==> src/sv/arm_system_bitfield_exec_macros.svh <==
// assertion macros for the arm system and bitfield execute unit
`ifndef ARM_SYSTEM_BITFIELD_EXEC_MACROS_SVH
`define ARM_SYSTEM_BITFIELD_EXEC_MACROS_SVH

// same-cycle implication, sampled on clk_i, off while rst_ni is low
`define ABX_ASSERT_HOLD(lbl, ante, cons) \
  lbl: assert property (@(posedge clk_i) disable iff (!rst_ni) (ante) |-> (cons)) \
    else $error("abx assertion failed");

// next-cycle implication, sampled on clk_i, off while rst_ni is low
`define ABX_ASSERT_NEXT(lbl, ante, cons) \
  lbl: assert property (@(posedge clk_i) disable iff (!rst_ni) (ante) |=> (cons)) \
    else $error("abx assertion failed");

`endif

==> src/sv/abx_pkg.sv <==
// types and constants shared by the execute unit files
package abx_pkg;

  typedef enum logic [3:0] {
    OP_NOP      = 4'd0,
    OP_SVC      = 4'd1,
    OP_MRS      = 4'd2,
    OP_SETEND   = 4'd3,
    OP_CPS      = 4'd4,
    OP_BFC      = 4'd5,
    OP_BFI      = 4'd6,
    OP_CLZ      = 4'd7,
    OP_BKPT     = 4'd8,
    OP_DEADBEEF = 4'd9
  } op_e;

  localparam logic [1:0] STOP_NONE   = 2'd0;
  localparam logic [1:0] STOP_BREAK  = 2'd1;
  localparam logic [1:0] STOP_MARKER = 2'd2;

  localparam logic [31:0] MODE_MASK  = 32'h0000_001F;
  localparam logic [31:0] MODE_SVC   = 32'h0000_0013;
  localparam logic [31:0] T_MASK     = 32'h0000_0020;
  localparam logic [31:0] F_MASK     = 32'h0000_0040;
  localparam logic [31:0] I_MASK     = 32'h0000_0080;
  localparam logic [31:0] A_MASK     = 32'h0000_0100;
  localparam logic [31:0] E_MASK     = 32'h0000_0200;
  localparam logic [31:0] IT_MASK    = 32'h0600_FC00;
  localparam logic [31:0] SVC_VECTOR = 32'h0000_0008;
  localparam logic [3:0]  PC_INDEX   = 4'd15;
  localparam logic [3:0]  LR_INDEX   = 4'd14;

  typedef struct packed {
    logic [3:0]  opcode;
    logic [31:0] instr_word;
    logic [31:0] next_pc;
    logic [31:0] rd_value;
    logic [31:0] rn_value;
    logic [31:0] rm_value;
  } abx_in_t;

  typedef struct packed {
    logic        reg_write;
    logic [3:0]  reg_index;
    logic [31:0] reg_value;
    logic [31:0] pc_out;
    logic [31:0] status_word;
    logic        halt;
    logic [1:0]  stop_cause;
  } abx_out_t;

  typedef struct packed {
    logic [31:0] cpsr;
    logic [31:0] spsr;
  } psr_t;

endpackage

==> src/sv/abx_if.sv <==
// valid/ready channel interfaces for instructions and results
interface abx_in_if import abx_pkg::*; ();
  logic    valid;
  logic    ready;
  abx_in_t data;

  modport source (output valid, output data, input ready);
  modport sink (input valid, input data, output ready);
endinterface

interface abx_out_if import abx_pkg::*; ();
  logic     valid;
  logic     ready;
  abx_out_t data;

  modport source (output valid, output data, input ready);
  modport sink (input valid, input data, output ready);
endinterface

==> src/sv/arm_system_bitfield_exec.sv <==
// top level of the arm system and bitfield execute unit

// Execute unit for A32 SVC, MRS, SETEND, CPS, BFC, BFI, CLZ, no-ops, BKPT and
// the dead-beef halt marker. It holds CPSR and SPSR (both zero after reset)
// and returns exactly one result transaction per instruction transaction.
// Throughput is one instruction per cycle while the result is not stalled.
// An accepted instruction sits in the input register, goes through a single
// pass of mask/shift logic and a nibble-based leading-zero encoder, and is
// then presented from the result register. CPSR and SPSR update at the
// edge where an instruction moves into the result register, so back-to-back
// instructions always see the status left by the one before. A stalled
// result holds the result register and the input register keeps one
// instruction behind it; with both full the input is not ready.
// No clearing pass after reset.
`include "arm_system_bitfield_exec_macros.svh"

module arm_system_bitfield_exec import abx_pkg::*; (
  input  logic      clk_i,
  input  logic      rst_ni,
  abx_in_if.sink    in_i,
  abx_out_if.source out_o
);

  // input stage
  logic     in_vld_q;
  abx_in_t  in_q;

  // result stage
  logic     out_vld_q;
  abx_out_t out_q;

  // status registers
  psr_t     psr_q;
  psr_t     psr_d;
  abx_out_t res;

  logic     out_load;
  logic     in_load;

  // result register takes a new transaction when empty or being drained
  assign out_load   = in_vld_q && (!out_vld_q || out_o.ready);
  assign in_i.ready = !in_vld_q || out_load;
  assign in_load    = in_i.valid && in_i.ready;

  assign out_o.valid = out_vld_q;
  assign out_o.data  = out_q;

  abx_exec u_exec (
    .item_i (in_q),
    .psr_i  (psr_q),
    .psr_o  (psr_d),
    .res_o  (res)
  );

  // control and architectural state
  always_ff @(posedge clk_i or negedge rst_ni) begin
    if (!rst_ni) begin
      in_vld_q  <= 1'b0;
      out_vld_q <= 1'b0;
      psr_q     <= '0;
    end else begin
      if (in_i.ready) begin
        in_vld_q <= in_i.valid;
      end
      if (!out_vld_q || out_o.ready) begin
        out_vld_q <= in_vld_q;
      end
      if (out_load) begin
        psr_q <= psr_d;
      end
    end
  end

  // payload registers
  always_ff @(posedge clk_i) begin
    if (in_load) begin
      in_q <= in_i.data;
    end
    if (out_load) begin
      out_q <= res;
    end
  end

  // the presented status word always matches the live cpsr
  `ABX_ASSERT_HOLD(a_status_matches, out_vld_q, out_q.status_word == psr_q.cpsr)

  // status registers only move when an instruction retires into the result stage
  `ABX_ASSERT_NEXT(a_psr_stable, !out_load, $stable(psr_q))

  // svc banks the old cpsr and vectors
  `ABX_ASSERT_NEXT(a_svc_entry, out_load && (in_q.opcode == OP_SVC),
                   (psr_q.spsr == $past(psr_q.cpsr)) && (out_q.pc_out == SVC_VECTOR))

  // no writeback means zero index and value
  `ABX_ASSERT_HOLD(a_no_wb_zero, out_vld_q && !out_q.reg_write,
                   (out_q.reg_index == '0) && (out_q.reg_value == '0))

endmodule

==> src/sv/abx_clz.sv <==
// count leading zeros of a 32-bit word, nibble priority encoder
module abx_clz (
  input  logic [31:0] value_i,
  output logic [5:0]  count_o
);

  function automatic logic [2:0] nib_clz(input logic [3:0] nib);
    logic [2:0] n;
    begin
      if (nib[3]) n = 3'd0;
      else if (nib[2]) n = 3'd1;
      else if (nib[1]) n = 3'd2;
      else if (nib[0]) n = 3'd3;
      else n = 3'd4;
      return n;
    end
  endfunction

  always_comb begin
    logic       found;
    logic [3:0] nib;
    found   = 1'b0;
    count_o = 6'd32;
    // nibble 0 is the most significant one
    for (int k = 0; k < 8; k++) begin
      nib = value_i[31 - 4 * k -: 4];
      if (!found && (nib != 4'd0)) begin
        count_o = 6'(4 * k) + {3'd0, nib_clz(nib)};
        found   = 1'b1;
      end
    end
  end

endmodule

==> src/sv/abx_exec.sv <==
// instruction evaluation: result fields and next status registers
module abx_exec import abx_pkg::*; (
  input  abx_in_t  item_i,
  input  psr_t     psr_i,
  output psr_t     psr_o,
  output abx_out_t res_o
);

  logic [3:0]  rd;
  logic [4:0]  lsb;
  logic [4:0]  msb;
  logic        rd_ok;
  logic        field_ok;
  logic [31:0] fmask;
  logic [31:0] cps_mask;
  logic [5:0]  clz;

  abx_clz u_clz (
    .value_i (item_i.rm_value),
    .count_o (clz)
  );

  assign rd       = item_i.instr_word[15:12];
  assign lsb      = item_i.instr_word[11:7];
  assign msb      = item_i.instr_word[20:16];
  assign rd_ok    = (rd != PC_INDEX);
  assign field_ok = rd_ok && (msb >= lsb);
  // only meaningful when msb >= lsb
  assign fmask    = ({32{1'b1}} << lsb) & ({32{1'b1}} >> (5'd31 - msb));

  always_comb begin
    cps_mask = '0;
    if (item_i.instr_word[8]) cps_mask = cps_mask | A_MASK;
    if (item_i.instr_word[7]) cps_mask = cps_mask | I_MASK;
    if (item_i.instr_word[6]) cps_mask = cps_mask | F_MASK;
  end

  always_comb begin
    psr_o        = psr_i;
    res_o        = '0;
    res_o.pc_out = item_i.next_pc;
    case (item_i.opcode)
      OP_SVC: begin
        psr_o.spsr      = psr_i.cpsr;
        psr_o.cpsr      = (psr_i.cpsr & ~(IT_MASK | T_MASK | MODE_MASK)) | I_MASK | MODE_SVC;
        res_o.reg_write = 1'b1;
        res_o.reg_index = LR_INDEX;
        res_o.reg_value = item_i.next_pc;
        res_o.pc_out    = SVC_VECTOR;
      end
      OP_MRS: begin
        if (rd_ok) begin
          res_o.reg_write = 1'b1;
          res_o.reg_index = rd;
          res_o.reg_value = item_i.instr_word[22] ? psr_i.spsr : psr_i.cpsr;
        end
      end
      OP_SETEND: begin
        psr_o.cpsr = item_i.instr_word[9] ? (psr_i.cpsr | E_MASK) : (psr_i.cpsr & ~E_MASK);
      end
      OP_CPS: begin
        psr_o.cpsr = item_i.instr_word[18] ? (psr_i.cpsr | cps_mask)
                                           : (psr_i.cpsr & ~cps_mask);
        if (item_i.instr_word[17]) begin
          psr_o.cpsr = (psr_o.cpsr & ~MODE_MASK) | (item_i.instr_word & MODE_MASK);
        end
      end
      OP_BFC: begin
        if (field_ok) begin
          res_o.reg_write = 1'b1;
          res_o.reg_index = rd;
          res_o.reg_value = item_i.rd_value & ~fmask;
        end
      end
      OP_BFI: begin
        if (field_ok) begin
          res_o.reg_write = 1'b1;
          res_o.reg_index = rd;
          res_o.reg_value = (item_i.rd_value & ~fmask) | ((item_i.rn_value << lsb) & fmask);
        end
      end
      OP_CLZ: begin
        if (rd_ok) begin
          res_o.reg_write = 1'b1;
          res_o.reg_index = rd;
          res_o.reg_value = {26'd0, clz};
        end
      end
      OP_BKPT: begin
        res_o.halt       = 1'b1;
        res_o.stop_cause = STOP_BREAK;
      end
      OP_DEADBEEF: begin
        res_o.halt       = 1'b1;
        res_o.stop_cause = STOP_MARKER;
      end
      default: begin
        // nop and unused codes
        res_o.stop_cause = STOP_NONE;
      end
    endcase
    res_o.status_word = psr_o.cpsr;
  end

endmodule

==> src/flat_wrapper.sv <==
// flat-port wrapper written by rule: the top's interface ports become plain ports
module arm_system_bitfield_exec_flat import abx_pkg::*;
  (clk_i, rst_ni, in_i_valid, in_i_data, in_i_ready, out_o_valid, out_o_data, out_o_ready);
  abx_in_if in_i_i ();
  abx_out_if out_o_i ();
  input  logic clk_i;
  input  logic rst_ni;
  input wire logic [$bits(in_i_i.valid)-1:0] in_i_valid;
  input wire logic [$bits(in_i_i.data)-1:0] in_i_data;
  output wire logic [$bits(in_i_i.ready)-1:0] in_i_ready;
  output wire logic [$bits(out_o_i.valid)-1:0] out_o_valid;
  output wire logic [$bits(out_o_i.data)-1:0] out_o_data;
  input wire logic [$bits(out_o_i.ready)-1:0] out_o_ready;
  assign in_i_i.valid = in_i_valid;
  assign in_i_i.data = in_i_data;
  assign in_i_ready = in_i_i.ready;
  assign out_o_valid = out_o_i.valid;
  assign out_o_data = out_o_i.data;
  assign out_o_i.ready = out_o_ready;
  arm_system_bitfield_exec u_core (.clk_i(clk_i), .rst_ni(rst_ni), .in_i(in_i_i), .out_o(out_o_i));
endmodule
==> config.mk <==
export PLATFORM = sky130hd
export DESIGN_NAME = arm_system_bitfield_exec_flat
export DESIGN_NICKNAME = d
export VERILOG_FILES = /design/src/sv/abx_pkg.sv /design/src/sv/abx_if.sv /design/src/sv/arm_system_bitfield_exec.sv /design/src/sv/abx_clz.sv /design/src/sv/abx_exec.sv /design/src/flat_wrapper.sv
export VERILOG_INCLUDE_DIRS = /design/src /design/src/sv
export SDC_FILE = /design/constraint.sdc
export NUM_CORES = 1
export LEC_CHECK = 0
export BUFFER_PORTS_ARGS = -buffer_cell sky130_fd_sc_hd__buf_2
export CORE_MARGIN = 5
export CORE_UTILIZATION = 44
export DETAILED_ROUTE_END_ITERATION = 8
export PLACE_DENSITY = 0.67
export SYNTH_ARGS = -nofsm -noshare
export SYNTH_HDL_FRONTEND = slang
export SYNTH_HIERARCHICAL = 1
export SYNTH_SLANG_ARGS = --single-unit
==> constraint.sdc <==
create_clock -name clk_i -period 4.8 [get_ports clk_i]
set_clock_uncertainty 0.1 [all_clocks]
set_input_delay 0.96 -clock clk_i [delete_from_list [all_inputs] [get_ports clk_i]]
set_output_delay 0.96 -clock clk_i [all_outputs]
set_load 0.02 [all_outputs]
* Word level (Yosys, flattened, before mapping)
Cells that the tools add are included.
** Storage, ports and cells
- Word-level logic and storage cells :: 148
- Register bits after elaboration :: 325
- Bits of input ports :: 168
** Operators by class
- Shift-type cells :: 3
- Add/subtract/negate cells :: 8
- Order comparisons :: 1
- Reductions and logical operators :: 31
- Bitwise gates (word level) :: 9
- Muxes and demuxes :: 69
- Equality and inequality tests :: 10
** Operator list (number)
- $pmux 37 s5 :: 1
- $mux 37 :: 4
- $and 32x32->32 :: 4
- $mux 3 :: 39
- $mux 32 :: 3
- $pmux 32 s3 :: 1
- $mux 6 :: 8
- $not 32->32 :: 1
- $not 9->32 :: 1
- $or 32x32->32 :: 1
- $or 32x5->32 :: 1
- $or 32x9->32 :: 1
- $reduce_bool 4->1 :: 8
- $shl 32x5->32 :: 1
- $shl 32x5->32 const A :: 1
- $shr 32x5->32 const A :: 1
- $add 5x3->6 const A :: 4
- $eq 4x3->1 const B :: 4
- $add 4x3->5 const A :: 2
- $logic_and 1x1->1 :: 10
- $mux 10 :: 1
- $logic_not 1->1 :: 9
- $mux 9 :: 1
- $eq 4x2->1 const B :: 2
- other kinds (13) :: 22

* Logic depth before layout (Yosys ltp)
Gate-level depths: netlist of the first run.
- Word-level depth :: 27
- Mapped depth :: 12
- Gate-level depth less buffers :: 9

* Hierarchy
The synthesis of the first run kept the hierarchy.
** By module, submodules not included
- arm_system_bitfield_exec :: area each 10741.6 um2, times used 1, cells each 412
- abx_exec :: area each 5157.4 um2, times used 1, cells each 781
- abx_clz :: area each 380.4 um2, times used 1, cells each 64

* Least setup slack after synthesis of the first run
OpenSTA, ideal clock, no wires.
- Kind :: input to register
- Start :: input out_o_ready
- End :: register u_core/in_q[0] (netlist bit), enable pin
- Path slack :: -0.852 ns
- Arrival time :: 5.009 ns
- Cell stages on the path :: 2
- Required time :: 4.157 ns
- Path buffers :: 0
- Setup time :: 0.543 ns
- Path through :: nand3b_1 > and2_1
** Between the ends
- Word-level cells in the longest chain between the ends :: 4
** Ends and longest elaborated chain
- from (decl) :: line flat_wrapper.sv:13 : input wire logic [$bits(out_o_i.ready)-1:0] out_o_ready;
- $logic_or 1x1->1 :: line arm_system_bitfield_exec.sv:41 : assign out_load = in_vld_q && (!out_vld_q || out_o.ready);
- $logic_and 1x1->1 :: line arm_system_bitfield_exec.sv:41
- $logic_or 1x1->1 :: line arm_system_bitfield_exec.sv:42 : assign in_i.ready = !in_vld_q || out_load;
- $logic_and 1x1->1 :: line arm_system_bitfield_exec.sv:43 : assign in_load = in_i.valid && in_i.ready;
- named net u_core.in_load :: line arm_system_bitfield_exec.sv:38 : logic in_load;
- to (signal assigned) :: line arm_system_bitfield_exec.sv:77 : in_q <= in_i.data;
- to (decl) :: line arm_system_bitfield_exec.sv:26 : abx_in_t in_q;
The timed path passes the listed nets, and every way through them passes these cells.
A chain may end at the register's enable or synchronous reset.

==> run_results.csv, run 1 <==
group,metric,value,unit
placed_design,place_congestion,0.881,
cts,cts.sinks,323,
cts,clock-root-buffer,"clkbuf_16",
timing,fmaxAchievable,0.300,GHz
cts,postCtsResizedCells,0,
cts,cts_max_path_buffers,3,
floorplan,rows,69,
global_route,grt_first_pass_wirelength,67300,um
yosys,postSynthAreaPerCell,12.8,um2
global_route,grt_use_total,21.6,%
global_route,antenna_found_initial,2,
pwr,power.density,397,mW/mm2
floorplan,die_w,200,um
timing,setup_viol,0,
drt,viasPerCell,5.60,
pwr,ir_drop,0.259,mV
setup_path,r2r-start,"u_core/in_q[146]",
drt,wl_met3,2510,um
yosys,netlist_area,0.0159,mm2
finish,final_cell_mix,"buf_2, edfxtp_1, nand2_1",
drt,route.top_layer_used,"met4",
placed_design,post-dp-hpwl,32000,um
worst_hold_path,hold_path.class,"in2async",
finish,fillCellCount,3112,
global_route,grt_max_degree,105,
yosys,synth_fp_nets,1419,
timing,relSlewSlack,29.4,%
finish,area_growth,16.2,%
floorplan,chipHeight,200,um
yosys,synth_cells,1246,
drt,routedWlPerCell,23.2,um
floorplan,start_util,44.7,%
setup_path,max_stage_delay,0.72,ns
cts,postCtsSetupBuffers,0,
timing,rsz0062_at_grt,"no",
yosys,synth_warnings,6,
drt,wl_met1,19600,um
cts,h-tree-depth,2,
finish,mostFrequentLayoutCell,"buf_2",
setup_path,slowest_stage,"edfxtp_1",
timing,finalMaxSlewViolations,0,
global_route,gr-total-overflow,0,
drt,vias,10800,
pwr,p_leak,0.00762,uW
drt,wl_met2,21400,um
timing,min_period,3.33,ns
timing,worst_pin_slew,1.05,ns
setup_path,rrSetupSlack,1.47,ns
cts,holdBufCountCts,0,
drt,post-route-drc-count,0,
finish,design_area,0.0185,mm2
cts,clock_latency,0.54,ns
setup_path,rr_endpoint,"u_core/out_o.data[88]",
drt,routed_wl,44800,um
setup_path,end_kind,"register",
setup_path,path_class,"reg2reg",
finish,final_layout_size_suffix_gt1_share,31.1,%
setup_path,path_max_fanout,20,
drt,final_antenna_net_count,0,
timing,finalHoldViolations,0,
global_route,grt_pass1_vias,10900,
timing,fin_crit_sh,69.4,%
run,cap_violations,0,
setup_path,cp_common_cell,"a21oi_1",
run_status,status,"completed",
cts,cts_tree,"done",
setup_path,crit_path_cell_trace,"ha_1 -> a21oi_1 -> o21ai_0 -> a21oi_1 -> or2_1 -> nor4_1 -> a311o_1",
cts,cts_made_buffers,38,
floorplan,core_area,0.0357,mm2
drt,first_iter_violations,927,
finish,nets,1616,
setup_path,rr_worst_depth,7,
floorplan,fp.dieArea,0.0402,mm2
placed_design,place_area,0.0173,mm2
placed_design,portBuffers,262,
setup_path,cp.arrival,3.51,ns
timing,finalSetupTns,0,ns
floorplan,ios,274,
cts,cts.clk_slew.worst_paths,0.06,ns
setup_path,required,4.98,ns
setup_path,start_kind,"register",
finish,fin_util,52.0,%
drt,drtPass1Iterations,5,
==> per-stage QoR <==
step / total power (uW) / instances / hold slack [ns] / setup slack, ns
finish: 7360 / 1934 / 0.353 / 1.47
global placement: 4550 / 1864 / 0.397 / 1.52
floorplan: 4230 / 1246 / 0.377 / 0.787
global route: 7650 / 1934 / 0.391 / 1.28
detailed placement: 4570 / 1864 / 0.413 / 1.48
CTS: 7430 / 1932 / 0.362 / 1.47
==> cell type report <==
| cell class | instances | area [um2] | area share, % |
|---|---|---|---|
| clock buffer | 56 | 1120 | 6.05 |
| tap | 461 | 577 | 3.11 |
| clock inverter | 12 | 119 | 0.641 |
| antenna | 2 | 5.00 | 0.0270 |
| multi-input combinational | 783 | 5800 | 31.3 |
| sequential | 323 | 9370 | 50.5 |
| timing repair buffer | 280 | 1480 | 8.00 |
| inverter | 17 | 66.3 | 0.358 |
==> how the worst max path moves through the flow <==
stage / depth (start not counted) / to / start
3_3_place_gp: 7 / u_core/out_o.data[88] / u_core/in_q[146]
2_1_floorplan: 5 / u_core/out_o.data[0] / out_o_ready
6_report: 7 / u_core/out_o.data[88] / u_core/in_q[146]
3_5_place_dp: 7 / u_core/out_o.data[88] / u_core/in_q[146]
4_1_cts: 7 / u_core/out_o.data[88] / u_core/in_q[146]
5_1_grt: 7 / u_core/out_o.data[88] / u_core/in_q[146]
==> critical path: cells and delay by family, from the launching register on <==
kind                       cells  cell delay (ns)
AOI/OAI and AO/OA              4             1.05
and+or+nand+nor                2             0.84
DFF                            1             0.72
adders and majority gates      1             0.36
==> layer usage <==
metal / GRT usage, % / up-vias
met3: 4.16 / 69
li1: - / 5016
met4: 6.66 / 0
met1: 30.2 / 5368
met2: 34.5 / 383
met5: 0 / -
==> sequential cells by signal, indices dropped and copies added (netlist names) <==
signal	flops
u_core/in_q	153
u_core/out_o.data	104
u_core/psr_q	64
u_core/in_vld_q	1
u_core/out_o.valid	1
==> report_power, final <==
part | internal [uW] | switching (uW) | total [uW] | leakage (uW)
Clock | 1730 | 1100 | 2830 | 0.000610
Combinational | 421 | 627 | 1050 | 0.00362
Sequential | 3310 | 168 | 3480 | 0.00339
No activity file was read; power rests on OpenSTA's default activity.
==> inputs of run 2 (changes only) <==
--- a/config.mk
+++ b/config.mk
@@ -10,7 +10,6 @@
 export CORE_MARGIN = 5
 export CORE_UTILIZATION = 44
 export DETAILED_ROUTE_END_ITERATION = 8
-export PLACE_DENSITY = 0.67
 export SYNTH_ARGS = -nofsm -noshare
 export SYNTH_HDL_FRONTEND = slang
 export SYNTH_HIERARCHICAL = 1
==> constraint.sdc (replaced) <==
create_clock -name clk_i -period 3.4 [get_ports clk_i]
set_clock_uncertainty 0.1 [all_clocks]
set_input_delay 0.68 -clock clk_i [delete_from_list [all_inputs] [get_ports clk_i]]
set_output_delay 0.68 -clock clk_i [all_outputs]
set_load 0.02 [all_outputs]
==> run_results.csv, run 2 (synthesized netlist as in run 1, its figures left out) <==
group,metric,value,unit
floorplan,die_w,200,um
drt,drtPass1Iterations,6,
timing,finalHoldViolations,0,
pwr,swShare,26.1,%
drt,viasPerCell,5.55,
finish,nets,1638,
cts,cts.clk_slew.worst_paths,0.06,ns
finish,mostFrequentLayoutCell,"buf_2",
drt,routed_wl,44600,um
setup_path,rr_endpoint,"u_core/out_o.data[89]",
timing,fin_crit_sh,86.1,%
global_route,grt_use_total,21.5,%
setup_path,path_class,"reg2reg",
cts,clock_latency,0.55,ns
floorplan,start_util,44.7,%
setup_path,cp_common_cell,"o21ai_0",
cts,cts_made_buffers,36,
setup_path,max_stage_delay,0.73,ns
setup_path,start_kind,"register",
floorplan,core_area,0.0357,mm2
finish,final_cell_mix,"buf_2, edfxtp_1, nand2_1",
placed_design,portBuffers,262,
pwr,p_switching,2640,uW
timing,rsz0062_at_grt,"no",
cts,cts_max_path_buffers,3,
placed_design,place_congestion,0.932,
worst_hold_path,hold-path-endpoint,"u_core/in_q[125]",
cts,clock-root-buffer,"clkbuf_16",
finish,fillCellCount,3106,
global_route,grt_pass1_vias,10900,
global_route,grt_max_degree,105,
timing,fmaxAchievable,0.341,GHz
drt,vias,10800,
global_route,grt_first_pass_wirelength,67300,um
finish,area_growth,17.0,%
setup_path,cp.arrival,3.21,ns
cts,cts_tree,"done",
pwr,share_seq_of_total_power,48.6,%
timing,setup_slack,0.471,ns
pwr,intPower,7460,uW
placed_design,pre_cts_ws,0.614,ns
timing,finalHoldWorstSlack,0.204,ns
worst_hold_path,worstHoldStart,"in_i_data[125]",
cts,h-tree-depth,2,
drt,first_iter_violations,855,
pwr,power_frac_clock,36.6,%
drt,routedWlPerCell,22.8,um
run_status,status,"completed",
finish,multiInputGateArea,0.00580,mm2
cts,postCtsResizedCells,0,
drt,final_antenna_net_count,0,
setup_path,r2r-start,"u_core/in_q[144]",
pwr,power.density,541,mW/mm2
worst_hold_path,min_path_cells,1,
setup_path,crit_path_cell_trace,"inv_1 -> ha_1 -> nor2b_1 -> o21ai_0 -> a21oi_1 -> nor2_1 -> o21ai_0 -> o21ai_0",
drt,post-route-drc-count,0,
run,cap_violations,0,
timing,setup_viol,0,
floorplan,chipHeight,200,um
setup_path,slowest_stage,"nor2_1",
setup_path,required,3.68,ns
pwr,p_leak,0.00770,uW
cts,cts.sinks,323,
floorplan,fp.dieArea,0.0402,mm2
placed_design,post-dp-hpwl,33000,um
cts,holdBufCountCts,1,
timing,finalSetupTns,0,ns
finish,regArea,0.00937,mm2
floorplan,ios,274,
setup_path,end_kind,"register",
finish,largest_reg_flops,153,
timing,finalMaxSlewViolations,0,
pwr,total_power,10100,uW
pwr,ir_drop,0.353,mV
timing,worst_pin_slew,0.939,ns
finish,final_layout_size_suffix_gt1_share,31.6,%
setup_path,rr_worst_depth,8,
setup_path,crit_buf_inv,1,
global_route,gr-total-overflow,0,
timing,min_period,2.93,ns
cts,postCtsSetupBuffers,0,
timing,relSlewSlack,37.2,%
worst_hold_path,hold_path.class,"in2reg",
setup_path,path_max_fanout,11,
floorplan,rows,69,
pwr,combPwrFrac,14.8,%
setup_path,crit_family,"compound AO/OA/AOI/OAI gates",
finish,top_register,"u_core/in_q",
global_route,antenna_found_initial,3,
setup_path,rrSetupSlack,0.47,ns
[run 2: changes by cell type in the layout (fill, tap and decap cells not counted), moves of 2 or more]
cell / change
buf_4: +18
buf_12: +5
clkbuf_8: -4
clkinv_1: +4
clkbuf_16: -2
inv_6: -2
[run 2: stage by stage]
stage | util, % | cells | cell area, um2
3_5_place_dp | 49.2 | 1887 | 17500
2_1_floorplan | - | 1246 | 16000
5_1_grt | 52.3 | 1954 | 18700
6_report | 52.3 | 1954 | 18700
3_3_place_gp | 49.2 | 1887 | 17500
4_1_cts | 52.3 | 1951 | 18700
[run 2: cell type report]
cell class	count	area share (%)
antenna	3	0.0402
multi-input combinational	783	31.1
sequential	323	50.2
clock buffer	50	5.44
tap	461	3.09
inverter	17	0.362
clock inverter	13	0.530
timing repair buffer	304	9.27
[run 2: power by group through the flow]
stage | Clock [uW] | Sequential, uW | Combinational, uW
after floorplan | 0 | 5040 | 922
after global placement | 0 | 4970 | 1470
after detailed placement | 0 | 4990 | 1490
after CTS | 3790 | 4910 | 1490
after global routing | 3940 | 4950 | 1610
final | 3700 | 4910 | 1490
[run 2: worst max-delay path by stage]
stage / startpoint / slack, ns / cells after the start / to
after floorplan: out_o_ready / 0.16 / 5 / u_core/out_o.data[0]
after global placement: u_core/in_q[136] / 0.68 / 6 / u_core/out_o.data[95]
after detailed placement: u_core/in_q[144] / 0.61 / 8 / u_core/out_o.data[89]
after CTS: u_core/in_q[144] / 0.59 / 8 / u_core/out_o.data[89]
after global routing: u_core/in_q[144] / 0.31 / 8 / u_core/out_o.data[89]
final: u_core/in_q[144] / 0.47 / 8 / u_core/out_o.data[89]
[run 2: metal layers]
layer / up-vias / wire [um] / track usage, %
li1: 5055 / - / -
met1: 5359 / 20000 / 30.4
met2: 359 / 20800 / 33.8
met3: 76 / 2390 / 3.90
met4: 0 / 1440 / 7.60
met5: - / 0 / 0
